### src/sv/ddws_pkg.sv
package ddws_pkg;

   localparam int DataW = 32;
   localparam int OpW   = DataW + 1;           // signed operand of the shared multiplier
   localparam int ProdW = 2 * OpW;             // full signed product
   localparam int QBits = 16;                  // Q16.16 fraction bits
   localparam int AccW  = ProdW - QBits;       // floored product and drive accumulator

   localparam logic signed [DataW-1:0] IntegLimit = 32'sd1310720;   // 20.0 in Q16.16

   typedef logic signed [OpW-1:0]   mul_op_type;
   typedef logic signed [ProdW-1:0] mul_prod_type;
   typedef logic signed [AccW-1:0]  acc_type;

   typedef enum logic [2:0] {
      CSR_SPEED_SCALE = 3'd0,
      CSR_LINEAR_GAIN = 3'd1,
      CSR_TURN_GAIN   = 3'd2,
      CSR_PROP_GAIN   = 3'd3,
      CSR_INTEG_GAIN  = 3'd4,
      CSR_DERIV_GAIN  = 3'd5,
      CSR_TIME_STEP   = 3'd6,
      CSR_DEAD_BAND   = 3'd7
   } csr_index_type;

   // Clamp a wide signed value to the 32-bit signed range.
   function automatic logic signed [DataW-1:0] sat32(input mul_prod_type x);
      logic [ProdW-DataW:0] hi;
      hi = x[ProdW-1:DataW-1];
      if ((&hi) || !(|hi)) begin
         return x[DataW-1:0];
      end
      return x[ProdW-1] ? {1'b1, {(DataW-1){1'b0}}} : {1'b0, {(DataW-1){1'b1}}};
   endfunction

   function automatic mul_prod_type acc_ext(input acc_type x);
      return {{(ProdW-AccW){x[AccW-1]}}, x};
   endfunction

endpackage

### src/sv/ddws_mul.sv
module ddws_mul (
   input  logic                  clock,
   input  ddws_pkg::mul_op_type  op_a,
   input  ddws_pkg::mul_op_type  op_b,
   output ddws_pkg::mul_prod_type prod
);
   import ddws_pkg::*;

   mul_prod_type prod_ff;
   mul_prod_type prod_in;

   assign prod_in = op_a * op_b;

   always_ff @(posedge clock) begin
      prod_ff <= prod_in;
   end

   assign prod = prod_ff;

endmodule

### config.mk
export PLATFORM = sky130hd
export DESIGN_NAME = ddws_mul
export DESIGN_NICKNAME = d
export VERILOG_FILES = /design/src/sv/ddws_pkg.sv /design/src/sv/ddws_mul.sv
export SDC_FILE = /design/constraint.sdc
export NUM_CORES = 2
export LEC_CHECK = 0
export BUFFER_PORTS_ARGS = -buffer_cell sky130_fd_sc_hd__buf_2
export CAP_MARGIN = 20
export CORE_ASPECT_RATIO = 2
export CORE_MARGIN = 2
export CORE_UTILIZATION = 50
export CTS_BUF_LIST = sky130_fd_sc_hd__clkbuf_16
export CTS_CLUSTER_DIAMETER = 40
export DETAILED_ROUTE_END_ITERATION = 10
export PLACE_DENSITY = 0.68
export SYNTH_ARGS = -nofsm -noshare
export SYNTH_HDL_FRONTEND = slang
export SYNTH_SLANG_ARGS = --single-unit
### constraint.sdc
create_clock -name clock -period 9 [get_ports clock]
set_input_delay 2.25 -clock clock [delete_from_list [all_inputs] [get_ports clock]]
set_output_delay 2.25 -clock clock [all_outputs]
set_load 0.1 [all_outputs]
==> impl_metrics.ini <==
[placed_design]
gp_congestion = 0.989
place_hpwl_mm = 115
dp_cells = 5748
io_buffers = 132

[floorplan]
fp-row-count = 147
start_util_pct = 50.3
ios = 133
die_w_um = 205
die_area_mm2 = 0.0832
die_h_um = 406
core_region_area_mm2 = 0.0802

[clocking]
path_clk_slew_ns = 0.08
cts_buffer_depth = 2
cts_buffers = 9
cts_sinks = 66
cts-root-buf = clkbuf_16
cts_tree = done
postCtsHoldBufs = 0
h-tree-depth = 3

[critical_path]
critical_path_arrival_ns = 9.34
cp-end-kind = flip-flop
path_delay_family = adder cells
crit_required_ns = 9.29
critical_path.max_stage_delay_ns = 0.62
cp_common_cell = fa_1
worstPathMaxFanout = 9
start_kind = input pin
crit_buf_inv = 9
critical_path_class = input pin to flip-flop
worst_path_max_delay_cell = fa_1

[synthesis]
yosys_warnings = 0
synthTopCellsByCount = 1145 x fa_1, 1133 x inv_1, 562 x and2_1
ys.flop_type = dfxtp_1
synth_nets = 5731
synth.distinct_cells = 61
ys_async_sr_fraction_pct = 0
yosysTopAreaCell = fa_1
synth_edf_count = 0
ys_seq_elements = 66
yosysSeqAreaShare_pct = 3.27
yosys.cell_count.top_type = fa_1
netlist_area_mm2 = 0.0404
synthTopCellsByArea = fa_1 57%, inv_1 11%, and2_1 8.7%
syn_inst = 4302
syn_avg_cell_area_um2 = 9.38
synth_top_area_share_pct = 56.8

[detailed_routing]
viasPerCell = 5.42
via_count = 31500
route.detailed.drc = 0
drt_wl_total_mm = 136
dr.pass1.iters = 6
ant_nets = 0
wl_per_cell_um = 23.4
drtIter0Drc = 1781

[job]
max-cap-violations = 0

[sta]
final_hold_viol_count = 0
fin_ws_ns = -0.0479
rsz0062_at_grt = true
finalMaxSlewViolations = 0
setup_viol = 2
relSlewSlack_pct = 56.8
tns_ns = -0.0605
fmax_ghz = 0.111
tightestPinTransition_ns = 0.646
finalCriticalPeriod_ns = 9.05
finalCritPeriodShare_pct = 101

[layout]
area_delta_synth_final_pct = 18.6
utilization_pct = 59.7
num-nets-final = 6182
post_layout_nonfiller_instances = 5806
multi_input_area_mm2 = 0.0351
largest_reg_flops = 66
layout-drive-gt1-share_pct = 20.5
regArea_mm2 = 0.00132
fillers = 6860

[global_route]
grt_max_degree = 27
overflow = 0
grt_pass1_vias = 36300
track_usage_pct = 33.8
grt_antenna_before_repair = 7
grt_pass1_wl_mm = 202

[run_status]
violations = negative setup slack
status = finished with violations

[hold_path]
holdCritPathClass = input pin to flip-flop
-- logic make-up after synthesis --
family | after synthesis | synth area share [%]
compound gates | 217 | 3.60
xor+xnor | 75 | 1.63
fa+ha+maj | 1362 | 63.5
buf+inv | 1354 | 12.6
flops | 66 | 3.27
simple gates | 1228 | 15.4
-- path summary, 6_finish.rpt --
kind / startpoint / endpoint / slack [ns] / cells past startpoint
setup / recovery: op_a[4] / prod[59]$_DFF_P_ / -0.05 / 28
hold / removal: op_b[0] / prod[0]$_DFF_P_ / 2.39 / 3
-- timing repair --
action	4_1_cts	5_1_grt
hold endpoints to repair	0	0
buffers inserted	11	25
gates cloned	0	3
pin swaps	79	157
setup endpoints to repair	25	32
gates resized for setup	206	270
-- layout make-up --
| cell class | count | share of cell area (%) |
|---|---|---|
| diodes | 5 | 0.0261 |
| clock buffers | 9 | 0.471 |
| inverters | 1133 | 8.90 |
| repair buffers | 661 | 11.6 |
| well taps | 1043 | 2.73 |
| flip-flops and latches | 66 | 2.76 |
| multi-input cells | 2882 | 73.4 |
| clock inverters | 7 | 0.159 |
-- through the flow --
| stage | area [um2] | hold WS, ns | setup WS, ns |
|---|---|---|---|
| floorplan | 40400 | 2.38 | -0.102 |
| global placement | 45500 | 2.80 | -0.674 |
| detailed placement | 45500 | 2.80 | -0.752 |
| CTS | 46700 | 2.38 | -0.0144 |
| global route | 47900 | 2.40 | -0.202 |
| finish | 47900 | 2.39 | -0.0479 |
-- layout by cell type, fill, tap and decap left out, types with 7 or more instances in the layout --
master	count
nand2b_1	9
clkbuf_16	12
nand4_1	9
nor2_1	39
o21a_1	7
o21ai_2	9
o21ai_0	22
fa_2	78
fa_1	1067
xor2_1	20
a21oi_2	27
dfxtp_1	66
inv_1	1084
nand2_1	531
a21o_1	27
buf_2	74
nand3_1	15
a21oi_1	42
xnor2_1	53
o21ai_1	11
ha_1	189
buf_4	472
ha_4	26
nand2_2	8
inv_2	47
buf_6	71
and2_1	540
and2_4	23
buf_12	30
o211ai_1	7
-- per-layer routing --
layer,vias up,wire (um),GRT usage (%)
li1,13100,-,-
met5,-,13,0
met1,16300,35000,27.6
met3,765,7210,6.00
met2,1308,73600,62.0
met4,2,20300,38.9
Power is left out: the tool's default activity adds up to more than one toggle a clock period on the data nets, which glitch-free logic cannot reach.
